<file path="config.mk">
export PLATFORM = sky130hd
export DESIGN_NAME = report_aggregation_buffer
export DESIGN_NICKNAME = d
export VERILOG_FILES = /design/src/rab_pkg.sv /design/src/rab_cell.sv /design/src/rab_div.sv /design/src/report_aggregation_buffer.sv
export SDC_FILE = /design/constraint.sdc
export NUM_CORES = 1
export LEC_CHECK = 0
export BUFFER_PORTS_ARGS = -buffer_cell sky130_fd_sc_hd__buf_2
export CAP_MARGIN = 20
export CORE_UTILIZATION = 63
export DETAILED_ROUTE_END_ITERATION = 8
export PLACE_DENSITY = 0.87
export RECOVER_POWER = 100
export SETUP_SLACK_MARGIN = 0.3
export SLEW_MARGIN = 20
export SYNTH_ARGS = -nofsm -noshare
export SYNTH_HDL_FRONTEND = slang
export SYNTH_HIERARCHICAL = 1
export SYNTH_SLANG_ARGS = --single-unit
</file>
<file path="constraint.sdc">
create_clock -name clk -period 5.5 [get_ports clk]
set_input_delay 0 -clock clk [delete_from_list [all_inputs] [get_ports clk]]
set_output_delay 0 -clock clk [all_outputs]
set_load 0.02 [all_outputs]
</file>
<file path="src/rab_pkg.sv">
// Types and constants shared by the report aggregation buffer modules.
package rab_pkg;

	// Request operation codes.
	localparam logic OP_ADD  = 1'b0;
	localparam logic OP_TICK = 1'b1;

	// Result kinds.
	localparam logic [2:0] KIND_FLUSHED = 3'd0;
	localparam logic [2:0] KIND_POOL    = 3'd1;
	localparam logic [2:0] KIND_NOROUTE = 3'd2;
	localparam logic [2:0] KIND_NBRFULL = 3'd3;
	localparam logic [2:0] KIND_DROPPED = 3'd4;

	// Occupancy percent: the quotient stays below 100, so seven bits suffice.
	localparam int QUOT_W     = 7;
	localparam int DIVIDEND_W = 15;
	localparam logic [DIVIDEND_W-1:0] PERCENT = 15'd100;
	localparam logic [7:0] CAP_RESET = 8'd8;

	typedef struct packed {
		logic        op;
		logic [7:0]  origin;
		logic [15:0] seq;
		logic        pool_full;
		logic        has_route;
		logic        nbr_known;
		logic [7:0]  nbr_fill;
	} rab_req_t;

	typedef struct packed {
		logic [2:0]  kind;
		logic [4:0]  frame_count;
		logic [7:0]  rep_origin;
		logic [15:0] rep_seq;
		logic        last;
		logic [6:0]  occupancy_avg;
	} rab_rsp_t;

	typedef struct packed {
		logic [7:0]  origin;
		logic [15:0] seq;
	} rab_report_t;

	// Per-cell control: load the new report, or take the neighbor's report.
	typedef struct packed {
		logic load;
		logic shift;
	} rab_cell_ctrl_t;

	typedef enum logic [2:0] {
		ST_IDLE,
		ST_DEFER,
		ST_DROP,
		ST_DIV,
		ST_EWMA,
		ST_EMIT,
		ST_APPEND
	} rab_state_t;

endpackage

</file>
<file path="src/rab_cell.sv">
// One storage cell of the report chain, shifting toward the head on request.
module rab_cell (
	input  logic                    clk,
	input  rab_pkg::rab_cell_ctrl_t ctrl,
	input  rab_pkg::rab_report_t    load_data,
	input  rab_pkg::rab_report_t    nbr_data,
	output rab_pkg::rab_report_t    data
);
	import rab_pkg::*;

	rab_report_t data_q;

	// A load takes the new report; a shift takes the report of the next cell.
	always_ff @(posedge clk) begin
		if (ctrl.load) begin
			data_q <= load_data;
		end else if (ctrl.shift) begin
			data_q <= nbr_data;
		end
	end

	assign data = data_q;

endmodule

</file>
<file path="src/rab_div.sv">
// Restoring divider that yields the occupancy percent one quotient bit per cycle.
module rab_div (
	input  logic                           clk,
	input  logic                           arst_n,
	input  logic                           start,
	input  logic [rab_pkg::DIVIDEND_W-1:0] dividend,
	input  logic [7:0]                     divisor,
	output logic                           done,
	output logic [rab_pkg::QUOT_W-1:0]     quotient
);
	import rab_pkg::*;

	localparam int STEP_W = $clog2(QUOT_W);

	logic                  busy_q;
	logic                  done_q;
	logic [STEP_W-1:0]     step_q;
	logic [DIVIDEND_W-1:0] rem_q;
	logic [DIVIDEND_W-1:0] dvs_q;
	logic [QUOT_W-1:0]     quot_q;
	logic                  fits;

	assign fits = (rem_q >= dvs_q);

	// Sequencing: QUOT_W steps after start, then a one-cycle done pulse.
	always_ff @(posedge clk or negedge arst_n) begin
		if (!arst_n) begin
			busy_q <= 1'b0;
			done_q <= 1'b0;
			step_q <= '0;
		end else begin
			done_q <= 1'b0;
			if (start) begin
				busy_q <= 1'b1;
				step_q <= '0;
			end else if (busy_q) begin
				if (step_q == STEP_W'(QUOT_W - 1)) begin
					busy_q <= 1'b0;
					done_q <= 1'b1;
				end
				step_q <= step_q + 1'b1;
			end
		end
	end

	// Datapath: trial subtract of the divisor aligned to the current bit.
	always_ff @(posedge clk) begin
		if (start) begin
			rem_q  <= dividend;
			dvs_q  <= DIVIDEND_W'(divisor) << (QUOT_W - 1);
			quot_q <= '0;
		end else if (busy_q) begin
			if (fits) begin
				rem_q <= rem_q - dvs_q;
			end
			quot_q <= {quot_q[QUOT_W-2:0], fits};
			dvs_q  <= dvs_q >> 1;
		end
	end

	assign done     = done_q;
	assign quotient = quot_q;

endmodule

</file>
<file path="src/report_aggregation_buffer.sv">
// Report aggregation buffer: top level with the cell chain, control and result register.
//
// Reports are held oldest first in a row of MAX_ITEMS cells. An add with room is stored
// as it is accepted and the block stays ready. A flush (a tick on a non-empty buffer,
// or an add on a full one) that goes ahead is accepted, runs the occupancy divider when
// the neighbor queue is known, updates the average, and then emits one report per cycle
// unless the result side stalls, as the chain shifts each report out of its head
// cell; an add that caused it then stores the new report. A deferral emits its result,
// and a deferred add then drops the oldest report and stores the new one. Results wait
// in one output register, so a stalled result side holds the block until the result is
// taken. The cells need no clearing after reset; an entry is read only once written.
module report_aggregation_buffer #(
	parameter int MAX_ITEMS = 24,
	parameter int AVG_SHIFT = 3
) (
	input  logic              clk,
	input  logic              arst_n,
	input  logic              req_valid,
	output logic              req_stall,
	input  rab_pkg::rab_req_t req_data,
	output logic              rsp_valid,
	input  logic              rsp_stall,
	output rab_pkg::rab_rsp_t rsp_data,
	input  logic              cfg_we,
	input  logic [7:0]        cfg_wdata
);
	import rab_pkg::*;

	localparam int CW = $clog2(MAX_ITEMS + 1);

	rab_state_t     state_q, state_nxt;
	logic [CW-1:0]  cnt_q;
	logic [CW-1:0]  frame_q;
	logic [7:0]     cap_q;
	logic [6:0]     ewma_q;
	logic           op_q;
	logic           known_q;
	logic [2:0]     kind_q;
	rab_report_t    rep_q;
	rab_rsp_t       rsp_q;
	logic           rsp_valid_q;

	logic           req_acc;
	logic           rsp_free;
	logic           full;
	logic           defer_hit;
	logic [2:0]     defer_kind;
	logic           rsp_load;
	rab_rsp_t       rsp_nxt;
	logic           shift;
	logic           append;
	logic           div_start;
	logic           div_done;
	logic [QUOT_W-1:0] div_quot;
	logic           ewma_load;
	rab_report_t    new_rep;
	rab_report_t    load_rep;

	logic [QUOT_W-1:0] occ;
	logic signed [8:0] ewma_diff;
	logic signed [8:0] ewma_step;
	logic signed [8:0] ewma_sum;

	rab_report_t    cell_data [MAX_ITEMS];

	assign req_acc   = req_valid && !req_stall;
	assign req_stall = (state_q != ST_IDLE);
	assign rsp_free  = !rsp_valid_q || !rsp_stall;
	assign full      = (cnt_q == CW'(MAX_ITEMS));

	assign new_rep.origin = req_data.origin;
	assign new_rep.seq    = req_data.seq;
	assign load_rep       = (state_q == ST_IDLE) ? new_rep : rep_q;

	// Deferral checks in their order of precedence.
	always_comb begin
		defer_hit  = 1'b1;
		defer_kind = KIND_POOL;
		priority if (req_data.pool_full) begin
			defer_kind = KIND_POOL;
		end else if (!req_data.has_route) begin
			defer_kind = KIND_NOROUTE;
		end else if (req_data.nbr_known && (req_data.nbr_fill >= cap_q)) begin
			defer_kind = KIND_NBRFULL;
		end else begin
			defer_hit = 1'b0;
		end
	end

	// Report chain: each cell loads on append at its position or shifts from its neighbor.
	for (genvar i = 0; i < MAX_ITEMS; i++) begin : g_cell
		rab_cell_ctrl_t ctrl;
		rab_report_t    nbr;

		assign ctrl.load  = append && (cnt_q == CW'(i));
		assign ctrl.shift = shift;

		if (i == MAX_ITEMS - 1) begin : g_tail
			assign nbr = '0;
		end else begin : g_body
			assign nbr = cell_data[i+1];
		end

		rab_cell u_cell (
			.clk       (clk),
			.ctrl      (ctrl),
			.load_data (load_rep),
			.nbr_data  (nbr),
			.data      (cell_data[i])
		);
	end

	// Occupancy percent of the parent queue.
	rab_div u_div (
		.clk      (clk),
		.arst_n   (arst_n),
		.start    (div_start),
		.dividend (DIVIDEND_W'({7'd0, req_data.nbr_fill} * PERCENT)),
		.divisor  (cap_q),
		.done     (div_done),
		.quotient (div_quot)
	);

	// Shift-based average; the arithmetic shift floors toward minus infinity.
	assign occ       = known_q ? div_quot : '0;
	assign ewma_diff = $signed({2'b00, occ}) - $signed({2'b00, ewma_q});
	assign ewma_step = ewma_diff >>> AVG_SHIFT;
	assign ewma_sum  = $signed({2'b00, ewma_q}) + ewma_step;

	// Next state and per-cycle controls.
	always_comb begin
		state_nxt = state_q;
		rsp_load  = 1'b0;
		rsp_nxt   = '0;
		shift     = 1'b0;
		append    = 1'b0;
		div_start = 1'b0;
		ewma_load = 1'b0;
		rsp_nxt.occupancy_avg = ewma_q;
		unique case (state_q)
			ST_IDLE: begin
				if (req_acc) begin
					priority if (req_data.op == OP_ADD && !full) begin
						append = 1'b1;
					end else if (req_data.op == OP_TICK && cnt_q == '0) begin
						state_nxt = ST_IDLE;
					end else if (defer_hit) begin
						state_nxt = ST_DEFER;
					end else if (req_data.nbr_known) begin
						div_start = 1'b1;
						state_nxt = ST_DIV;
					end else begin
						state_nxt = ST_EWMA;
					end
				end
			end
			ST_DEFER: begin
				if (rsp_free) begin
					rsp_load            = 1'b1;
					rsp_nxt.kind        = kind_q;
					rsp_nxt.frame_count = 5'(cnt_q);
					rsp_nxt.last        = (op_q == OP_TICK);
					state_nxt           = (op_q == OP_TICK) ? ST_IDLE : ST_DROP;
				end
			end
			ST_DROP: begin
				if (rsp_free) begin
					rsp_load           = 1'b1;
					rsp_nxt.kind       = KIND_DROPPED;
					rsp_nxt.rep_origin = cell_data[0].origin;
					rsp_nxt.rep_seq    = cell_data[0].seq;
					rsp_nxt.last       = 1'b1;
					shift              = 1'b1;
					state_nxt          = ST_APPEND;
				end
			end
			ST_DIV: begin
				if (div_done) begin
					state_nxt = ST_EWMA;
				end
			end
			ST_EWMA: begin
				ewma_load = 1'b1;
				state_nxt = ST_EMIT;
			end
			ST_EMIT: begin
				if (rsp_free) begin
					rsp_load            = 1'b1;
					rsp_nxt.kind        = KIND_FLUSHED;
					rsp_nxt.frame_count = 5'(frame_q);
					rsp_nxt.rep_origin  = cell_data[0].origin;
					rsp_nxt.rep_seq     = cell_data[0].seq;
					rsp_nxt.last        = (cnt_q == CW'(1));
					shift               = 1'b1;
					if (cnt_q == CW'(1)) begin
						state_nxt = (op_q == OP_TICK) ? ST_IDLE : ST_APPEND;
					end
				end
			end
			ST_APPEND: begin
				append    = 1'b1;
				state_nxt = ST_IDLE;
			end
		endcase
	end

	// Control registers: state, fill count, average, capacity and result valid.
	always_ff @(posedge clk or negedge arst_n) begin
		if (!arst_n) begin
			state_q     <= ST_IDLE;
			cnt_q       <= '0;
			ewma_q      <= '0;
			cap_q       <= CAP_RESET;
			rsp_valid_q <= 1'b0;
		end else begin
			state_q <= state_nxt;
			if (append) begin
				cnt_q <= cnt_q + 1'b1;
			end else if (shift) begin
				cnt_q <= cnt_q - 1'b1;
			end
			if (ewma_load) begin
				ewma_q <= ewma_sum[6:0];
			end
			if (cfg_we) begin
				cap_q <= cfg_wdata;
			end
			if (rsp_load) begin
				rsp_valid_q <= 1'b1;
			end else if (!rsp_stall) begin
				rsp_valid_q <= 1'b0;
			end
		end
	end

	// Request fields kept for the rest of the step, and the result register.
	always_ff @(posedge clk) begin
		if (req_acc) begin
			op_q    <= req_data.op;
			known_q <= req_data.nbr_known;
			kind_q  <= defer_kind;
			rep_q   <= new_rep;
			frame_q <= cnt_q;
		end
		if (rsp_load) begin
			rsp_q <= rsp_nxt;
		end
	end

	assign rsp_valid = rsp_valid_q;
	assign rsp_data  = rsp_q;

endmodule

</file>
==> reports/results.tsv <==
metric	value	unit
dr.first_iter.drc_count	2051	
synth_top_area_share	57.7	%
setup_violations	0	
drive_above_1_share	14.2	%
vias	18924	
port_buffers	90	
finalSetupTns	0	ns
initial_core_util	64.3	%
comb_power_share	29.9	%
cp_data_arrival_time	5.07	ns
cp_slowest_stage_delay	1.18	ns
synth_area	35000	um^2
utilization	67.2	%
antenna_found_initial	0	
cpLargestDelayFamily	simple AND/OR/NAND/NOR gates	
clockPowerShare	23.8	%
yosys.area.top_type	edfxtp_1	
fin_crit_sh	87.9	%
cts_setup_buffers	0	
dp_hpwl	44.2	mm
top_usage_layer	met2	
grtUsageMet2	51.0	%
finalNetCount	2369	
timing_hold_violations_final	0	
cts-root-buf	clkbuf_16	
coreArea	54300	um^2
worst_path_max_delay_cell	clkbuf_1	
path_cells	nand2b_1 -> or2_2 -> a21oi_1 -> clkbuf_1 -> or2_1	
cts_buffer_depth	3	
ys_seq_area_share	60.6	%
wl_per_cell	27.0	um
p_seq_share	46.3	%
clkLatencyLatePin	0.63	ns
synthTopCellsByArea	edfxtp_1, mux2_4, mux2_2	
p_sw	7.26	mW
crit_type	flip-flop to flip-flop	
critPathRequiredTime	5.74	ns
r2r_setup_slack	0.67	ns
max_clock_freq	207	MHz
synth_edf_count	672	
htree_levels	3	
rsz0062_at_grt	no	
min_path_type	input pin to flip-flop	
whs	0.0526	ns
synth_most_common_cell	edfxtp_1	
area_growth	4.49	%
globalRouteMet1Util	36.0	%
finalMaxSlewViolations	749	
routed_wl	82.0	mm
ant_nets	0	
power.total	20.2	mW
rr_startpoint	state_q[2]	
die_w	238	um
grt_pass1_wl	123	mm
worstHoldStart	req_data[4]	
internal-power	12.9	mW
overflow	0	
status	complete, but fails checks	
cts_made_buffers	72	
ys.flop_type	edfxtp_1	
violations	capacitance limit, slew limit	
rr_worst_depth	5	
first_global_vias	20050	
crit_path_end_kind	flip-flop	
synthCells	2047	
placed_cell_area	35600	um^2
synthTopCellsByCount	edfxtp_1, mux2_4, nand2_1, mux2_2, ha_1	
firstDrtPassIters	7	
io_pins	91	
ir_drop	0.383	mV
dp.cells	2847	
sw_frac_of_total	36.0	%
whs_endpoint	u_div/rem_q[6]	
cp_max_fo	28	
synth_cell_types	80	
max-slew-margin-rel	-60.9	%
hold_buffers	61	
gp_congestion	0.905	
ys_seq_elements	714	
final-instance-count-excl-fill	3041	
leakage	12.8	nW
grt_max_degree	42	
gr-usage-all-layers	29.4	%
tritoncts	built	
clk_pin_slew	0.06	ns
whs_path_depth	5	
worstSetupStartpointType	flip-flop	
ys_warn_count	6	
fin_skew	0.0363	ns
layout_setup_ws	0.666	ns
die_h	238	um
min_period	4.83	ns
avgSynthCellArea	17.1	um^2
final_cell_area	36500	um^2
power_density	552	nW/um^2
r2r_end	g_cell[10].u_cell/data[14]	
drcViolationCount	0	
met3_usage	5.48	%
floorplan.rows	85	
maxCapViolations	30	
die_area	56400	um^2
cts.sinks	714	
cts.repair.resized	0	
worst_pin_slew	2.41	ns
critPathBufInv	1	
via_per_inst	6.22	
synth-async-reset-ratio	4.06	%
dp_slack	1.16	ns
==> per-layer routing <==
metal | vias up | wire length [um]
met5 | - | 0
met4 | 0 | 3780
met3 | 274 | 6620
met2 | 1034 | 41000
met1 | 9511 | 30600
li1 | 8105 | -
==> worst max-delay path by stage <==
stage | from | end | slack [ns] | depth (start not counted)
2_1_floorplan | state_q[0] | u_div/rem_q[0] | 1.50 | 9
3_5_place_dp | cnt_q[2] | g_cell[2].u_cell/data[11] | 1.16 | 8
4_1_cts | cnt_q[2] | g_cell[2].u_cell/data[19] | 1.12 | 8
5_1_grt | state_q[2] | g_cell[10].u_cell/data[10] | 0.49 | 5
6_report | state_q[2] | g_cell[10].u_cell/data[14] | 0.67 | 5
3_3_place_gp | cnt_q[2] | g_cell[9].u_cell/data[11] | 1.34 | 8
==> placed cells by master, fill, tap and decap left out, types with 8 or more instances in the layout <==
cell type	instances
and2_0	21
mux2_4	39
nand2_1	138
dfxtp_1	13
clkbuf_16	72
a21oi_1	32
o21ai_0	37
dfrtp_1	28
conb_1	26
nand3_1	10
buf_2	20
mux2i_1	22
buf_4	18
dlygate4sd3_1	60
mux2_2	114
xor2_1	11
nor2_1	59
edfxtp_1	672
or2_1	15
nor3_1	13
clkinv_1	17
and2_1	12
inv_1	62
a21o_1	8
clkbuf_2	8
xnor2_1	18
and3_1	8
mux2_1	428
clkinv_2	17
clkbuf_1	108
ha_1	70
==> sequential cells by signal, indices dropped and copies added (netlist names) <==
signal / cells
cnt_q: 5
rsp_data: 40
frame_q: 5
ewma_q: 7
cap_q: 8
u_div/busy_q: 1
rsp_valid: 1
g_cell.u_cell/data: 576
rep_q: 24
u_div/rem_q: 15
kind_q: 2
state_q: 3
u_div/done: 1
op_q: 1
u_div/step_q: 3
u_div/quotient: 7
known_q: 1
u_div/dvs_q: 14
==> logic make-up after synthesis <==
group | share of synthesized area [%]
AOI/OAI and AO/OA | 2.26
xor gates and xnor gates | 0.727
adders and majority gates | 2.79
buffers and inverters | 4.55
DFF | 60.6
muxes | 24.2
other | 0.0107
and+or+nand+nor | 4.85
==> tightest hold or removal path, cell delays in order <==
cell,delay (ns)
buf_2,0.17
ha_1,0.15
ha_1,0.12
nand2_1,0.05
o21ai_0,0.07
==> power by group through the flow <==
stage          clock [mW]  sequential [mW]  combinational [mW]
2_1_floorplan           0             9.15                4.44
6_report             4.80             9.33                6.03
3_3_place_gp            0             9.31                6.23
5_1_grt              5.02             9.46                6.33
3_5_place_dp            0             9.39                6.58
4_1_cts              4.76             9.36                6.79
==> area by class of cell <==
type / count / area (um^2)
Antenna cell: 1 / 2.50
Clock buffer: 86 / 1850
Clock inverter: 44 / 379
Fill cell: 3739 / 17800
Inverter: 64 / 240
Multi-Input combinational cell: 1193 / 10700
Sequential cell: 714 / 21200
Tap cell: 739 / 925
Timing Repair Buffer: 200 / 1230
Power figures use the tool's default switching activity.
